$ cat config.mk
export PLATFORM = sky130hd
export DESIGN_NAME = ascii_integer_parser_flat
export DESIGN_NICKNAME = d
export VERILOG_FILES = /design/src/design/aip_pkg.sv /design/src/design/aip_channels.sv /design/src/design/ascii_integer_parser.sv /design/src/design/aip_queue.sv /design/src/design/aip_front.sv /design/src/design/aip_back.sv /design/src/flat_wrapper.sv
export SDC_FILE = /design/constraint.sdc
export NUM_CORES = 1
export LEC_CHECK = 0
export BUFFER_PORTS_ARGS = -buffer_cell sky130_fd_sc_hd__buf_2
export CORE_MARGIN = 8
export CORE_UTILIZATION = 64
export CTS_BUF_LIST = sky130_fd_sc_hd__clkbuf_8 sky130_fd_sc_hd__clkbuf_16
export CTS_CLUSTER_DIAMETER = 200
export DETAILED_ROUTE_END_ITERATION = 10
export PLACE_DENSITY = 0.82
export SLEW_MARGIN = 0
export SYNTH_ARGS = -nofsm -noshare
export SYNTH_HDL_FRONTEND = slang
export SYNTH_HIERARCHICAL = 1
export SYNTH_SLANG_ARGS = --single-unit
$ cat constraint.sdc
create_clock -name clock -period 8.1 [get_ports clock]
set_clock_uncertainty 0.2 [all_clocks]
set_input_delay 0.81 -clock clock [delete_from_list [all_inputs] [get_ports clock]]
set_output_delay 0.81 -clock clock [all_outputs]
set_load 0.005 [all_outputs]
$ cat src/design/aip_pkg.sv
// Package of the integer parser: constants, codes and the classified word type.
// Depends on nothing; used by every module of the parser.
package aip_pkg;

   localparam logic [15:0] MAX_CHARS   = 16'hFFFF;
   localparam int          QUEUE_DEPTH = 4;
   localparam int          QUEUE_AW    = 2;

   localparam logic [5:0] BASE_RESET = 6'd10;
   localparam logic [5:0] BASE_AUTO  = 6'd0;
   localparam logic [5:0] RADIX_HEX  = 6'd16;
   localparam logic [5:0] RADIX_OCT  = 6'd8;
   localparam logic [5:0] RADIX_DEC  = 6'd10;

   localparam logic [7:0] CH_PLUS  = 8'h2B;
   localparam logic [7:0] CH_MINUS = 8'h2D;
   localparam logic [7:0] CH_ZERO  = 8'h30;
   localparam logic [7:0] CH_NINE  = 8'h39;
   localparam logic [7:0] CH_UA    = 8'h41;
   localparam logic [7:0] CH_UZ    = 8'h5A;
   localparam logic [7:0] CH_LA    = 8'h61;
   localparam logic [7:0] CH_LZ    = 8'h7A;
   localparam logic [7:0] CH_LX    = 8'h78;
   localparam logic [7:0] CH_UX    = 8'h58;
   localparam logic [7:0] CH_SPACE = 8'h20;
   localparam logic [7:0] CH_TAB   = 8'h09;
   localparam logic [7:0] CH_CR    = 8'h0D;
   localparam logic [7:0] UPPER_OFS = 8'd55;
   localparam logic [7:0] LOWER_OFS = 8'd87;

   typedef struct packed {
      logic [5:0] digit;
      logic       digit_ok;
      logic       blank;
      logic       plus;
      logic       minus;
      logic       is_x;
      logic       is_zero;
      logic       last;
   } char_class_type;

endpackage

$ cat src/design/aip_channels.sv
// Channel interfaces of the integer parser: request, response and register write.
// Depends on nothing.
interface aip_req_if;
   logic       valid;
   logic       ready;
   logic [7:0] char_code;
   logic       last;
   modport source (output valid, output char_code, output last, input ready);
   modport sink (input valid, input char_code, input last, output ready);
endinterface

interface aip_rsp_if;
   logic        valid;
   logic        ready;
   logic [63:0] value;
   logic [15:0] end_offset;
   modport source (output valid, output value, output end_offset, input ready);
   modport sink (input valid, input value, input end_offset, output ready);
endinterface

interface aip_csr_if;
   logic       valid;
   logic       ready;
   logic [5:0] data;
   modport source (output valid, output data, input ready);
   modport sink (input valid, input data, output ready);
endinterface

$ cat src/design/ascii_integer_parser.sv
// Streaming ASCII to 64-bit integer parser, one character word per cycle while the queue is not full.
// A last word is written into the queue, popped by the back, and then held in the response register.
// Throughput: one word per cycle through the multiply-accumulate in the back;
// a stalled response holds the back at the next last word while the four-word queue fills.
// Reset (synchronous) empties the queue, clears the parse state and sets the radix to 10.
module ascii_integer_parser
   import aip_pkg::*;
(
   input  logic      clock,
   input  logic      reset,
   aip_req_if.sink   req_chan,
   aip_rsp_if.source rsp_chan,
   aip_csr_if.sink   csr_chan
);

   logic           push;
   char_class_type push_data;
   logic           queue_full;
   logic           pop;
   char_class_type pop_data;
   logic           not_empty;

   aip_front u_front (
      .req_chan   (req_chan),
      .queue_full (queue_full),
      .push       (push),
      .push_data  (push_data)
   );

   aip_queue u_queue (
      .clock     (clock),
      .reset     (reset),
      .push      (push),
      .push_data (push_data),
      .full      (queue_full),
      .pop       (pop),
      .pop_data  (pop_data),
      .not_empty (not_empty)
   );

   aip_back u_back (
      .clock    (clock),
      .reset    (reset),
      .q_valid  (not_empty),
      .q_data   (pop_data),
      .q_pop    (pop),
      .rsp_chan (rsp_chan),
      .csr_chan (csr_chan)
   );

endmodule

$ cat src/design/aip_queue.sv
// Short queue of classified words between the front and back of the parser.
// Depends on aip_pkg.
module aip_queue
   import aip_pkg::*;
(
   input  logic           clock,
   input  logic           reset,
   input  logic           push,
   input  char_class_type push_data,
   output logic           full,
   input  logic           pop,
   output char_class_type pop_data,
   output logic           not_empty
);

   char_class_type            slot_ff [QUEUE_DEPTH];
   logic [QUEUE_AW-1:0]       wr_ptr_ff;
   logic [QUEUE_AW-1:0]       rd_ptr_ff;
   logic [QUEUE_AW:0]         count_ff;
   logic [QUEUE_AW:0]         count_in;

   assign full      = (count_ff == (QUEUE_AW+1)'(QUEUE_DEPTH));
   assign not_empty = (count_ff != '0);
   assign pop_data  = slot_ff[rd_ptr_ff];

   always_comb begin
      count_in = count_ff;
      if (push && !pop) begin
         count_in = count_ff + 1'b1;
      end else if (pop && !push) begin
         count_in = count_ff - 1'b1;
      end
   end

   always_ff @(posedge clock) begin
      if (reset) begin
         wr_ptr_ff <= '0;
         rd_ptr_ff <= '0;
         count_ff  <= '0;
      end else begin
         count_ff <= count_in;
         if (push) begin
            wr_ptr_ff <= wr_ptr_ff + 1'b1;
         end
         if (pop) begin
            rd_ptr_ff <= rd_ptr_ff + 1'b1;
         end
      end
   end

   always_ff @(posedge clock) begin
      if (push) begin
         slot_ff[wr_ptr_ff] <= push_data;
      end
   end

endmodule

$ cat src/design/aip_front.sv
// Front of the integer parser: takes request words and classifies each character.
// Depends on aip_pkg and the request channel interface.
module aip_front
   import aip_pkg::*;
(
   aip_req_if.sink        req_chan,
   input  logic           queue_full,
   output logic           push,
   output char_class_type push_data
);

   logic [7:0] c;
   logic       is_dec;
   logic       is_up;
   logic       is_low;
   logic [5:0] dval;

   assign c      = req_chan.char_code;
   assign is_dec = (c >= CH_ZERO) && (c <= CH_NINE);
   assign is_up  = (c >= CH_UA) && (c <= CH_UZ);
   assign is_low = (c >= CH_LA) && (c <= CH_LZ);

   always_comb begin
      dval = 6'(c - CH_ZERO);
      if (is_up) begin
         dval = 6'(c - UPPER_OFS);
      end else if (is_low) begin
         dval = 6'(c - LOWER_OFS);
      end
   end

   assign req_chan.ready = !queue_full;
   assign push           = req_chan.valid && !queue_full;

   assign push_data.digit    = dval;
   assign push_data.digit_ok = is_dec || is_up || is_low;
   assign push_data.blank    = (c == CH_SPACE) || ((c >= CH_TAB) && (c <= CH_CR));
   assign push_data.plus     = (c == CH_PLUS);
   assign push_data.minus    = (c == CH_MINUS);
   assign push_data.is_x     = (c == CH_LX) || (c == CH_UX);
   assign push_data.is_zero  = (c == CH_ZERO);
   assign push_data.last     = req_chan.last;

endmodule

$ cat src/design/aip_back.sv
// Back of the integer parser: runs the parse state machine, holds the radix register
// and the response register. Depends on aip_pkg and the response and write interfaces.
module aip_back
   import aip_pkg::*;
(
   input  logic           clock,
   input  logic           reset,
   input  logic           q_valid,
   input  char_class_type q_data,
   output logic           q_pop,
   aip_rsp_if.source      rsp_chan,
   aip_csr_if.sink        csr_chan
);

   localparam logic [2:0] PH_SPACE  = 3'd0;
   localparam logic [2:0] PH_START  = 3'd1;
   localparam logic [2:0] PH_ZERO   = 3'd2;
   localparam logic [2:0] PH_DIGITS = 3'd3;
   localparam logic [2:0] PH_DONE   = 3'd4;

   logic [5:0]  base_ff;
   logic [2:0]  phase_ff;
   logic [2:0]  phase_in;
   logic        neg_ff;
   logic        neg_in;
   logic [5:0]  radix_ff;
   logic [5:0]  radix_in;
   logic [63:0] acc_ff;
   logic [63:0] acc_in;
   logic [15:0] cnt_ff;
   logic [15:0] cnt_in;
   logic        rsp_valid_ff;
   logic [63:0] res_acc_ff;
   logic        res_neg_ff;
   logic [15:0] res_cnt_ff;
   logic        take;
   logic        start;
   logic        digit_go;
   logic [63:0] prod;

   assign q_pop = q_valid && (!q_data.last || !rsp_valid_ff || rsp_chan.ready);

   always_comb begin
      phase_in = phase_ff;
      neg_in   = neg_ff;
      radix_in = radix_ff;
      acc_in   = acc_ff;
      take     = 1'b0;
      start    = 1'b0;
      digit_go = 1'b0;
      case (phase_ff)
         PH_SPACE: begin
            if (q_data.blank) begin
               take = 1'b1;
            end else if (q_data.plus || q_data.minus) begin
               neg_in   = q_data.minus;
               take     = 1'b1;
               phase_in = PH_START;
            end else begin
               start = 1'b1;
            end
         end
         PH_START: begin
            start = 1'b1;
         end
         PH_ZERO: begin
            phase_in = PH_DIGITS;
            if (q_data.is_x) begin
               radix_in = RADIX_HEX;
               take     = 1'b1;
            end else begin
               digit_go = 1'b1;
            end
         end
         PH_DIGITS: begin
            digit_go = 1'b1;
         end
         default: begin
         end
      endcase
      if (start) begin
         if (((base_ff == BASE_AUTO) || (base_ff == RADIX_HEX)) && q_data.is_zero) begin
            radix_in = (base_ff == BASE_AUTO) ? RADIX_OCT : RADIX_HEX;
            take     = 1'b1;
            phase_in = PH_ZERO;
         end else begin
            radix_in = (base_ff == BASE_AUTO) ? RADIX_DEC : base_ff;
            phase_in = PH_DIGITS;
            digit_go = 1'b1;
         end
      end
      prod = acc_ff * {58'd0, radix_in};
      if (digit_go) begin
         if (q_data.digit_ok && (q_data.digit < radix_in)) begin
            acc_in = prod + {58'd0, q_data.digit};
            take   = 1'b1;
         end else begin
            phase_in = PH_DONE;
         end
      end
      cnt_in = (take && (cnt_ff != MAX_CHARS)) ? cnt_ff + 16'd1 : cnt_ff;
   end

   always_ff @(posedge clock) begin
      if (reset) begin
         base_ff      <= BASE_RESET;
         phase_ff     <= PH_SPACE;
         neg_ff       <= 1'b0;
         radix_ff     <= '0;
         acc_ff       <= '0;
         cnt_ff       <= '0;
         rsp_valid_ff <= 1'b0;
      end else begin
         if (csr_chan.valid) begin
            base_ff <= csr_chan.data;
         end
         if (q_pop && q_data.last) begin
            rsp_valid_ff <= 1'b1;
         end else if (rsp_chan.ready) begin
            rsp_valid_ff <= 1'b0;
         end
         if (q_pop) begin
            if (q_data.last) begin
               phase_ff <= PH_SPACE;
               neg_ff   <= 1'b0;
               radix_ff <= '0;
               acc_ff   <= '0;
               cnt_ff   <= '0;
            end else begin
               phase_ff <= phase_in;
               neg_ff   <= neg_in;
               radix_ff <= radix_in;
               acc_ff   <= acc_in;
               cnt_ff   <= cnt_in;
            end
         end
      end
   end

   always_ff @(posedge clock) begin
      if (q_pop && q_data.last) begin
         res_acc_ff <= acc_in;
         res_neg_ff <= neg_in;
         res_cnt_ff <= cnt_in;
      end
   end

   assign csr_chan.ready      = 1'b1;
   assign rsp_chan.valid      = rsp_valid_ff;
   assign rsp_chan.value      = res_neg_ff ? (64'd0 - res_acc_ff) : res_acc_ff;
   assign rsp_chan.end_offset = res_cnt_ff;

endmodule

$ cat src/flat_wrapper.sv
// flat-port wrapper written by rule: the top's interface ports become plain ports
module ascii_integer_parser_flat import aip_pkg::*;
  (clock, reset, req_chan_valid, req_chan_char_code, req_chan_last, req_chan_ready, rsp_chan_valid, rsp_chan_value, rsp_chan_end_offset, rsp_chan_ready, csr_chan_valid, csr_chan_data, csr_chan_ready);
  aip_req_if req_chan_i ();
  aip_rsp_if rsp_chan_i ();
  aip_csr_if csr_chan_i ();
  input  logic clock;
  input  logic reset;
  input wire logic [$bits(req_chan_i.valid)-1:0] req_chan_valid;
  input wire logic [$bits(req_chan_i.char_code)-1:0] req_chan_char_code;
  input wire logic [$bits(req_chan_i.last)-1:0] req_chan_last;
  output wire logic [$bits(req_chan_i.ready)-1:0] req_chan_ready;
  output wire logic [$bits(rsp_chan_i.valid)-1:0] rsp_chan_valid;
  output wire logic [$bits(rsp_chan_i.value)-1:0] rsp_chan_value;
  output wire logic [$bits(rsp_chan_i.end_offset)-1:0] rsp_chan_end_offset;
  input wire logic [$bits(rsp_chan_i.ready)-1:0] rsp_chan_ready;
  input wire logic [$bits(csr_chan_i.valid)-1:0] csr_chan_valid;
  input wire logic [$bits(csr_chan_i.data)-1:0] csr_chan_data;
  output wire logic [$bits(csr_chan_i.ready)-1:0] csr_chan_ready;
  assign req_chan_i.valid = req_chan_valid;
  assign req_chan_i.char_code = req_chan_char_code;
  assign req_chan_i.last = req_chan_last;
  assign req_chan_ready = req_chan_i.ready;
  assign rsp_chan_valid = rsp_chan_i.valid;
  assign rsp_chan_value = rsp_chan_i.value;
  assign rsp_chan_end_offset = rsp_chan_i.end_offset;
  assign rsp_chan_i.ready = rsp_chan_ready;
  assign csr_chan_i.valid = csr_chan_valid;
  assign csr_chan_i.data = csr_chan_data;
  assign csr_chan_ready = csr_chan_i.ready;
  ascii_integer_parser u_core (.clock(clock), .reset(reset), .req_chan(req_chan_i), .rsp_chan(rsp_chan_i), .csr_chan(csr_chan_i));
endmodule
# Word-level counts from Yosys, hierarchy flattened
# Memories as Yosys holds them, arrays and structs flattened. A register that Yosys moved wholly into a read port is not among the register bits.
# Index checks and enable logic that the tools add are counted.
[word_totals]
ff_bits = 185
latch_bits = 0
wordCells = 126
input_bits = 20
mem_bits_ro = 0
ram_bits = 52
mem_count = 1
[op_classes]
bitwise = 0
n_reduce_logical = 30
n_mux = 50
magnitude_cmp = 9
div_mod_pow = 0
n_shift = 0
add_sub_neg = 10
n_eq_ne = 12
mul = 1
[mem_list]
columns = ["name", "depth", "word_bits", "rd", "rd_ports_with_merged_regs", "wr", "line_no", "text"]
rows = [
  ["u_core.u_queue.slot_ff", 4, 13, 1, 1, 1, "aip_queue.sv:16", "char_class_type slot_ff [QUEUE_DEPTH];"],
]
[ops]
columns = ["operator", "n"]
rows = [
  ["64-bit two-way mux", 4],
  ["64-bit by 6-bit adder with 64-bit output", 1],
  ["64-bit by 6-bit multiplier with 64-bit output", 1],
  ["1-bit by 64-bit subtractor with 64-bit output (first input constant)", 1],
  ["6-bit two-way mux", 8],
  ["8-bit by 6-bit == test with 1-bit output (second input constant)", 4],
  ["16-bit two-way mux", 2],
  ["3-bit two-way mux", 8],
  ["1-bit two-way mux", 21],
  ["16-bit by 1-bit adder with 16-bit output (second input constant)", 1],
  ["8-bit by 7-bit == test with 1-bit output (second input constant)", 2],
  ["8-bit by 7-bit greater-or-equal comparator with 1-bit output (second input constant)", 2],
  ["8-bit by 7-bit less-or-equal comparator with 1-bit output (second input constant)", 2],
  ["16-bit != test (second input constant)", 1],
  ["1-bit logical AND", 12],
  ["6-bit subtractor (second input constant)", 2],
  ["8-bit by 4-bit greater-or-equal comparator with 1-bit output (second input constant)", 1],
  ["8-bit by 6-bit greater-or-equal comparator with 1-bit output (second input constant)", 1],
  ["8-bit by 4-bit less-or-equal comparator with 1-bit output (second input constant)", 1],
  ["8-bit by 6-bit less-or-equal comparator with 1-bit output (second input constant)", 1],
  ["1-bit logical OR", 8],
  ["3-bit by 2-bit == test with 1-bit output (second input constant)", 2],
  ["6-bit by 5-bit == test with 1-bit output (second input constant)", 1],
  ["6-bit zero test", 1],
  ["other kinds (15)", 24],
]

# Longest topological paths before layout
# Gate-level depths: netlist of the first run.
[depth]
depth_word = 12
ltp_mapped = 29
mapped_depth_nobuf = 25

# By module
# Netlist of the first run, hierarchy kept.
[by_module_without_submodules]
columns = ["mod", "instances", "cells_each", "area_each_um2"]
rows = [
  ["aip_back", 1, 2223, 20515.9],
  ["aip_queue", 1, 111, 2312.2],
  ["aip_front", 1, 65, 493.0],
]

# Least setup slack after synthesis of the first run
# OpenSTA, ideal clock, no wires.
[synth_path]
kind = "register to register"
from = "register with a tool-made name"
to = "register u_core.u_back.res_acc_ff[51], data pin"
arrival_time_ns = 6.964
n_path_buf = 4
required_time_ns = 7.640
path_slack_ns = 0.676
stages_incl_launch_ff = 30
cell_sequence = "dfxtp_1 > buf_6 > mux4_2 > nor3_1 > o21ai_0 > clkbuf_1 > and3_1 > a21o_1 > clkbuf_1 > clkbuf_1 > and2_1 > fa_1 > inv_1 > fa_1 > inv_1 > fa_1 > inv_1 > fa_1 > inv_1 > ha_1 > o211ai_1 > a21oi_1 > o21ai_0 > a211oi_1 > o22ai_1 > o21ba_2 > or2_2 > o21ai_0 > xor2_1 > mux2_2"
[synth_lines]
columns = ["element", "line_no", "text"]
rows = [
  ["end signal: assignment", "aip_back.sv:142", "res_acc_ff <= acc_in;"],
  ["end: declaration", "aip_back.sv:33", "logic [63:0] res_acc_ff;"],
]

==> flow_summary.ini, run 1 <==
[yosys]
synth_commonest_cells = and2_1 (290), nand2_1 (246), fa_1 (241)
postSynthAreaPerCell_um2 = 9.72
synth-seq-cells = 239
synth_top_area_cell = fa_1
async_flop_share = 0
syn_area_um2 = 23300
synth-edff-count = 133
synth_ff_type = edfxtp_1
ys.warnings.count = 6
synth.net_count = 2808
synth_cell_types = 82
synthTopCellsByArea = fa_1 (21%), edfxtp_1 (17%), dfxtp_1 (9.1%)
synth_most_common_cell = and2_1
seq_area_frac_synth = 0.262
synthCells = 2399
yosysTopAreaCellShare = 0.207

[hold_path]
hp-class = input port to flip-flop

[clocking]
cts.htree.levels = 1
clock_sinks = 239
root_buffer = clkbuf_16
cts_tree = yes
path_clk_slew_ns = 0.06
ctsHoldBuffers = 0
clk_latency_ns = 0.55
cts_buffers = 26
clockBufferDepth = 3

[detailed_routing]
firstDrtPassIters = 6
wl_per_cell_um = 21.2
totalWireLength_um = 61900
avgViaCountPerCell = 6.32
vias = 18448
ant_nets = 0
first_iter_violations = 1335
drc = 0

[global_route]
track_usage = 0.292
grt_pass1_vias = 19042
grt_pass1_wl_um = 99300
grt_max_degree = 76
grt.overflow.total = 0
antenna_found_initial = 1

[timing]
timing.final.crit_period_ns = 7.80
grt_setup_unrepaired = no
setup_viol = 0
max-slew-margin-rel = 0.202
post-route-period-util = 0.963
maxSlewViolCount = 0
hold_viol = 0
timing.setup.tns_ns = 0
tightest_slew_ns = 1.19
timing.fmax_ghz = 0.128

[placement]
place.gp.congestion = 0.984
dp.cells = 2871
hpwl_um = 46600
portBuffers = 101

[worst_setup_path]
worstSetupStartpointType = flip-flop
crit_arrival_ns = 7.90
cp-end-kind = flip-flop
worstPathRequired_ns = 8.20
path_class = flip-flop to flip-flop
cp_max_fo = 21

[floorplan]
fp.dieH_um = 207
die_w_um = 207
start_util = 0.643
rows = 70
core_area_um2 = 36300
dieArea_um2 = 42800
io_pins = 103

[finish]
nFillCells = 2703
syn_to_final_growth_pct = 7.52
layout.nets = 2842
antenna_cells = 0
layout-drive-gt1-share = 0.0962
fin_cells = 2921

[run_status]
status = completed

[power_and_ir_drop]
p_leak_nw = 11.4
p_per_area_nw_per_um2 = 209
ir_worst_vdd_v = 0.000574

[flow_run]
cap_violations = 0
## sequential cells by signal (all words and copies together), names as in the netlist, named ones only
name	cells
u_core/u_back/rsp_chan.end_offset	16
u_core/u_back/res_neg_ff	1
u_core/u_queue/rd_ptr_ff	2
u_core/u_queue/slot_ff	52
u_core/u_back/res_acc_ff	64
u_core/u_back/radix_ff	6
u_core/u_back/base_ff	6
u_core/u_back/rsp_chan.valid	1
u_core/u_back/neg_ff	1
u_core/u_queue/wr_ptr_ff	2
u_core/u_queue/count_ff	3
u_core/u_back/cnt_ff	16
u_core/u_back/acc_ff	64
u_core/u_back/phase_ff	3
## repair_timing
action | 4_1_cts | 5_1_grt
endpoints found under the hold margin | 0 | 0
resized for setup | 0 | 4
setup buffers | 0 | 2
setup endpoints to repair | 0 | 23
## cell families after synthesis
| kind of cell | after synthesis | synth area share |
|---|---|---|
| AO/OA/AOI/OAI | 449 | 0.124 |
| flip-flops | 239 | 0.262 |
| multiplexers | 41 | 0.0259 |
| adder cells (fa/ha/maj) | 389 | 0.286 |
| buffers and inverters | 224 | 0.0376 |
| other | 1 | 0.000161 |
| AND/OR/NAND/NOR | 900 | 0.206 |
| XOR/XNOR | 156 | 0.0586 |
## through the flow
| step | area (µm²) | util | hold slack, ns | power [mW] | setup slack [ns] |
|---|---|---|---|---|---|
| floorplan | 23300 | - | 0.232 | 3.04 | 0.676 |
| global placement | 24200 | 0.668 | 0.238 | 3.98 | 0.226 |
| detailed placement | 24200 | 0.668 | 0.250 | 4.05 | 0.0392 |
| CTS | 25000 | 0.691 | 0.270 | 5.22 | 0.0199 |
| global route | 25100 | 0.692 | 0.274 | 5.48 | 0.0470 |
| finish | 25100 | 0.692 | 0.279 | 5.25 | 0.299 |
## layer usage
layer,GRT usage,wire [µm]
met5,0,13
met3,0.0660,5800
met2,0.478,28600
met4,0.101,2240
met1,0.381,25300
## critical path: stages (launching register included)
cell and delay (ns):
dfxtp_2 0.47, mux4_2 0.58, nor3_1 0.33, o21ai_0 0.15
buf_4 0.20, nand3b_1 0.08, o21a_1 0.25, buf_4 0.32
and2_1 0.20, fa_1 0.45, fa_1 0.54, fa_1 0.51
ha_1 0.31, ha_1 0.41, a21oi_1 0.31, o21ai_0 0.15
a221o_1 0.36, o21ai_0 0.40, and3b_1 0.28, nand2_1 0.11
a21boi_0 0.35, o21bai_1 0.14, xor2_1 0.17, mux2_2 0.28
## cells in the final DEF, fill, tap and decap left out, types with 101 or more instances in the layout
cell      Yosys  final
buf_2         1    101
dfxtp_1     106    105
xnor2_1     119    119
ha_1        148    148
and2_1      290    290
a21oi_1     110    109
o21ai_0     120    119
edfxtp_1    133    133
nand2_1     246    246
nor2_1      109    107
fa_1        241    241
## area by class of cell
cell class	count	area [µm²]	share of cell area
Timing Repair Buffer	136	797	0.0318
Multi-Input combinational cell	1936	16400	0.653
Clock inverter	22	190	0.00758
Sequential cell	239	6120	0.244
Tap cell	468	586	0.0234
Inverter	94	353	0.0141
Clock buffer	26	651	0.0259
## path summary, 6_finish.rpt
check	slack, ns	startpoint	depth (start not counted)	to
max reg2reg	0.30	flip-flop	23	u_core/u_back/res_acc_ff[48]
min	0.28	req_chan_last	1	u_core/u_queue/slot_ff[2][0]
min reg2reg	0.30	u_core/u_back/cnt_ff[9]	2	u_core/u_back/cnt_ff[9]
max	0.30	flip-flop	23	u_core/u_back/res_acc_ff[48]
## power by group
part | switching, mW | internal (mW)
logic | 1.58 | 0.772
clock network | 0.516 | 0.654
registers | 0.180 | 1.55
total | 2.28 | 2.97
No activity file was read; power rests on OpenSTA's default activity.
==> run 2, diff against run 1 <==
--- a/config.mk
+++ b/config.mk
@@ -5,6 +5,7 @@
 export SDC_FILE = /design/constraint.sdc
 export NUM_CORES = 1
 export LEC_CHECK = 0
+export ABC_AREA = 1
 export BUFFER_PORTS_ARGS = -buffer_cell sky130_fd_sc_hd__buf_2
 export CORE_MARGIN = 8
 export CORE_UTILIZATION = 64
==> run 2 against run 1 <==
Compared with the run above:
- core utilization is 0.13 points lower
- register-to-register slack gained 0.18 ns
- routed wire length rose by 20%
- largest cell class unchanged
- clock power hardly changed
- worst hold slack got worse by 0.025 ns
- flip-flop and latch count did not move
- design area up 5.6%
- power is 62% higher
- combinational power is 120% higher
==> flow_summary.ini, run 2 <==
[timing]
timing.final.crit_period_ns = 7.62
grt_setup_unrepaired = no
maxSlewViolCount = 0
whs_ns = 0.254
fin_ws_ns = 0.477
max-slew-margin-rel = 0.199
hold_viol = 0
setup_viol = 0
post-route-period-util = 0.941
timing.setup.tns_ns = 0
timing.fmax_ghz = 0.131
tightest_slew_ns = 1.20

[yosys]
yosysTopAreaCellShare = 0.195
synth-seq-cells = 239
synth_top_area_cell = fa_1
postSynthAreaPerCell_um2 = 7.66
synth_cell_types = 56
seq_area_frac_synth = 0.247
synthTopCellsByArea = fa_1 (20%), edfxtp_1 (16%), nand2_1 (10%)
synth_commonest_cells = nand2_1 (667), nor2_1 (595), inv_1 (396)
synth.net_count = 3635
async_flop_share = 0
ys.warnings.count = 6
syn_area_um2 = 24700
synth_most_common_cell = nand2_1
synth-edff-count = 133
synthCells = 3226
synth_ff_type = edfxtp_1

[detailed_routing]
drc = 0
top_layer = met4
wl_met2_um = 35000
totalWireLength_um = 74500
avgViaCountPerCell = 5.89
first_iter_violations = 2335
vias = 22515
wl_per_cell_um = 19.5
firstDrtPassIters = 6
wl_met3_um = 7860
ant_nets = 0
wl_met1_um = 29400

[clocking]
ctsHoldBuffers = 0
root_buffer = clkbuf_16
cts_buffers = 25
cts_tree = yes
postCtsSetupBuffers = 0
clock_sinks = 239
clockBufferDepth = 3
cts.htree.levels = 1
path_clk_slew_ns = 0.06
cts_resized = 0
clk_latency_ns = 0.57

[hold_path]
hp-class = input port to flip-flop

[floorplan]
io_pins = 103
core_area_um2 = 38400
dieArea_um2 = 45200
fp.dieH_um = 213
start_util = 0.644
die_w_um = 213
rows = 72

[placement]
dp.cells = 3776
place.gp.congestion = 1.02
portBuffers = 101
pre_cts_ws_ns = 0.545
postPlaceCellArea_um2 = 25700
hpwl_um = 59500

[worst_setup_path]
worstPathRequired_ns = 8.31
worstSetupStartpointType = flip-flop
crit_path_end = u_core/u_back/acc_ff[60]
cp_slowest_cell = dfxtp_1
critPathMostFrequentCell = nand2_1
ff2ff_setup_slack_ns = 0.48
r2r-end = u_core/u_back/acc_ff[60]
crit_arrival_ns = 7.84
cp-end-kind = flip-flop
slowest_delay_ns = 0.71
reg2reg_depth = 30
cp_max_fo = 26
path_class = flip-flop to flip-flop

[power_and_ir_drop]
p_leak_nw = 12.1
p_per_area_nw_per_um2 = 320
combPwrFrac = 0.603
p_sw_frac = 0.538
clkPwrFrac = 0.139
ir_worst_vdd_v = 0.000608
switchingPower_mw = 4.56
intPower_mw = 3.92
seqPwrFrac = 0.257

[finish]
antenna_cells = 0
fin_cells = 3822
nFillCells = 3226
layout.nets = 3694
reg_top3 = u_core/u_back/acc_ff: 64 flops, u_core/u_back/res_acc_ff: 64 flops, u_core/u_queue/slot_ff: 52 flops
final_common_cell = nand2_1
fin_area_um2 = 26500
syn_to_final_growth_pct = 7.14
layout_common_cells = nand2_1 (662), nor2_1 (594), inv_1 (402)
layout-drive-gt1-share = 0.0726

[global_route]
track_usage = 0.331
grt_max_degree = 90
grt.overflow.total = 0
grt_pass1_vias = 22580
antenna_found_initial = 0
grt_pass1_wl_um = 119000

[flow_run]
cap_violations = 0

[run_status]
status = completed
[run 2: logic make-up (layout without fill, tap and decap cells)]
family          count (synthesis)  in the layout  share of synthesized area
compound gates                445            445                      0.103
flops                         239            239                      0.247
mux                            11             11                    0.00445
fa+ha+maj                     389            389                      0.270
other cells                     1              1                   0.000152
simple gates                 1513           1513                      0.249
buf+inv                       506            584                     0.0824
xor+xnor                      122            122                     0.0432
[run 2: layout make-up]
class / instances / area, µm² / share of cell area
clock inverters: 20 / 191 / 0.00723
clock buffers: 26 / 639 / 0.0241
multi-input cells: 2481 / 16600 / 0.627
repair buffers: 133 / 761 / 0.0287
inverters: 405 / 1530 / 0.0578
flip-flops and latches: 239 / 6120 / 0.231
well taps: 518 / 648 / 0.0245
[run 2: metal layers]
layer,GRT usage,vias to the layer above
met5,0,-
met1,0.427,10765
met4,0.0988,0
met3,0.0746,150
met2,0.553,1154
li1,-,10446
[run 2: worst min-delay path by stage]
stage | startpoint | endpoint | cells after the start
global route | csr_chan_data[2] | u_core/u_back/base_ff[2] | 3
floorplan | u_core/u_queue/rd_ptr_ff[1] | flip-flop | 1
CTS | csr_chan_data[3] | u_core/u_back/base_ff[3] | 3
global placement | u_core/u_queue/rd_ptr_ff[1] | u_core/u_queue/rd_ptr_ff[1] | 1
detailed placement | u_core/u_queue/rd_ptr_ff[1] | u_core/u_queue/rd_ptr_ff[1] | 1
finish | csr_chan_data[3] | u_core/u_back/base_ff[3] | 3
[run 2: through the flow]
| stage | power (mW) | utilization |
|---|---|---|
| 2_1_floorplan | 5.40 | - |
| 3_3_place_gp | 7.01 | 0.669 |
| 3_5_place_dp | 7.20 | 0.669 |
| 4_1_cts | 8.39 | 0.690 |
| 5_1_grt | 9.02 | 0.690 |
| 6_report | 8.48 | 0.690 |
[run 2: critical path, delay by kind of cell (launching register included)]
| kind | cells | cell delay [ns] |
|---|---|---|
| AND/OR/NAND/NOR | 15 | 2.65 |
| adder cells (fa/ha/maj) | 5 | 2.14 |
| AO/OA/AOI/OAI | 4 | 0.65 |
| buffers and inverters | 6 | 1.08 |
| flip-flops | 1 | 0.71 |
[run 2: power groups by stage]
stage	combinational, mW	clock (mW)	sequential (mW)
3_5_place_dp	5.01	0	2.19
4_1_cts	5.03	1.20	2.17
2_1_floorplan	3.36	0	2.04
6_report	5.12	1.18	2.18
5_1_grt	5.57	1.24	2.22
3_3_place_gp	4.84	0	2.18
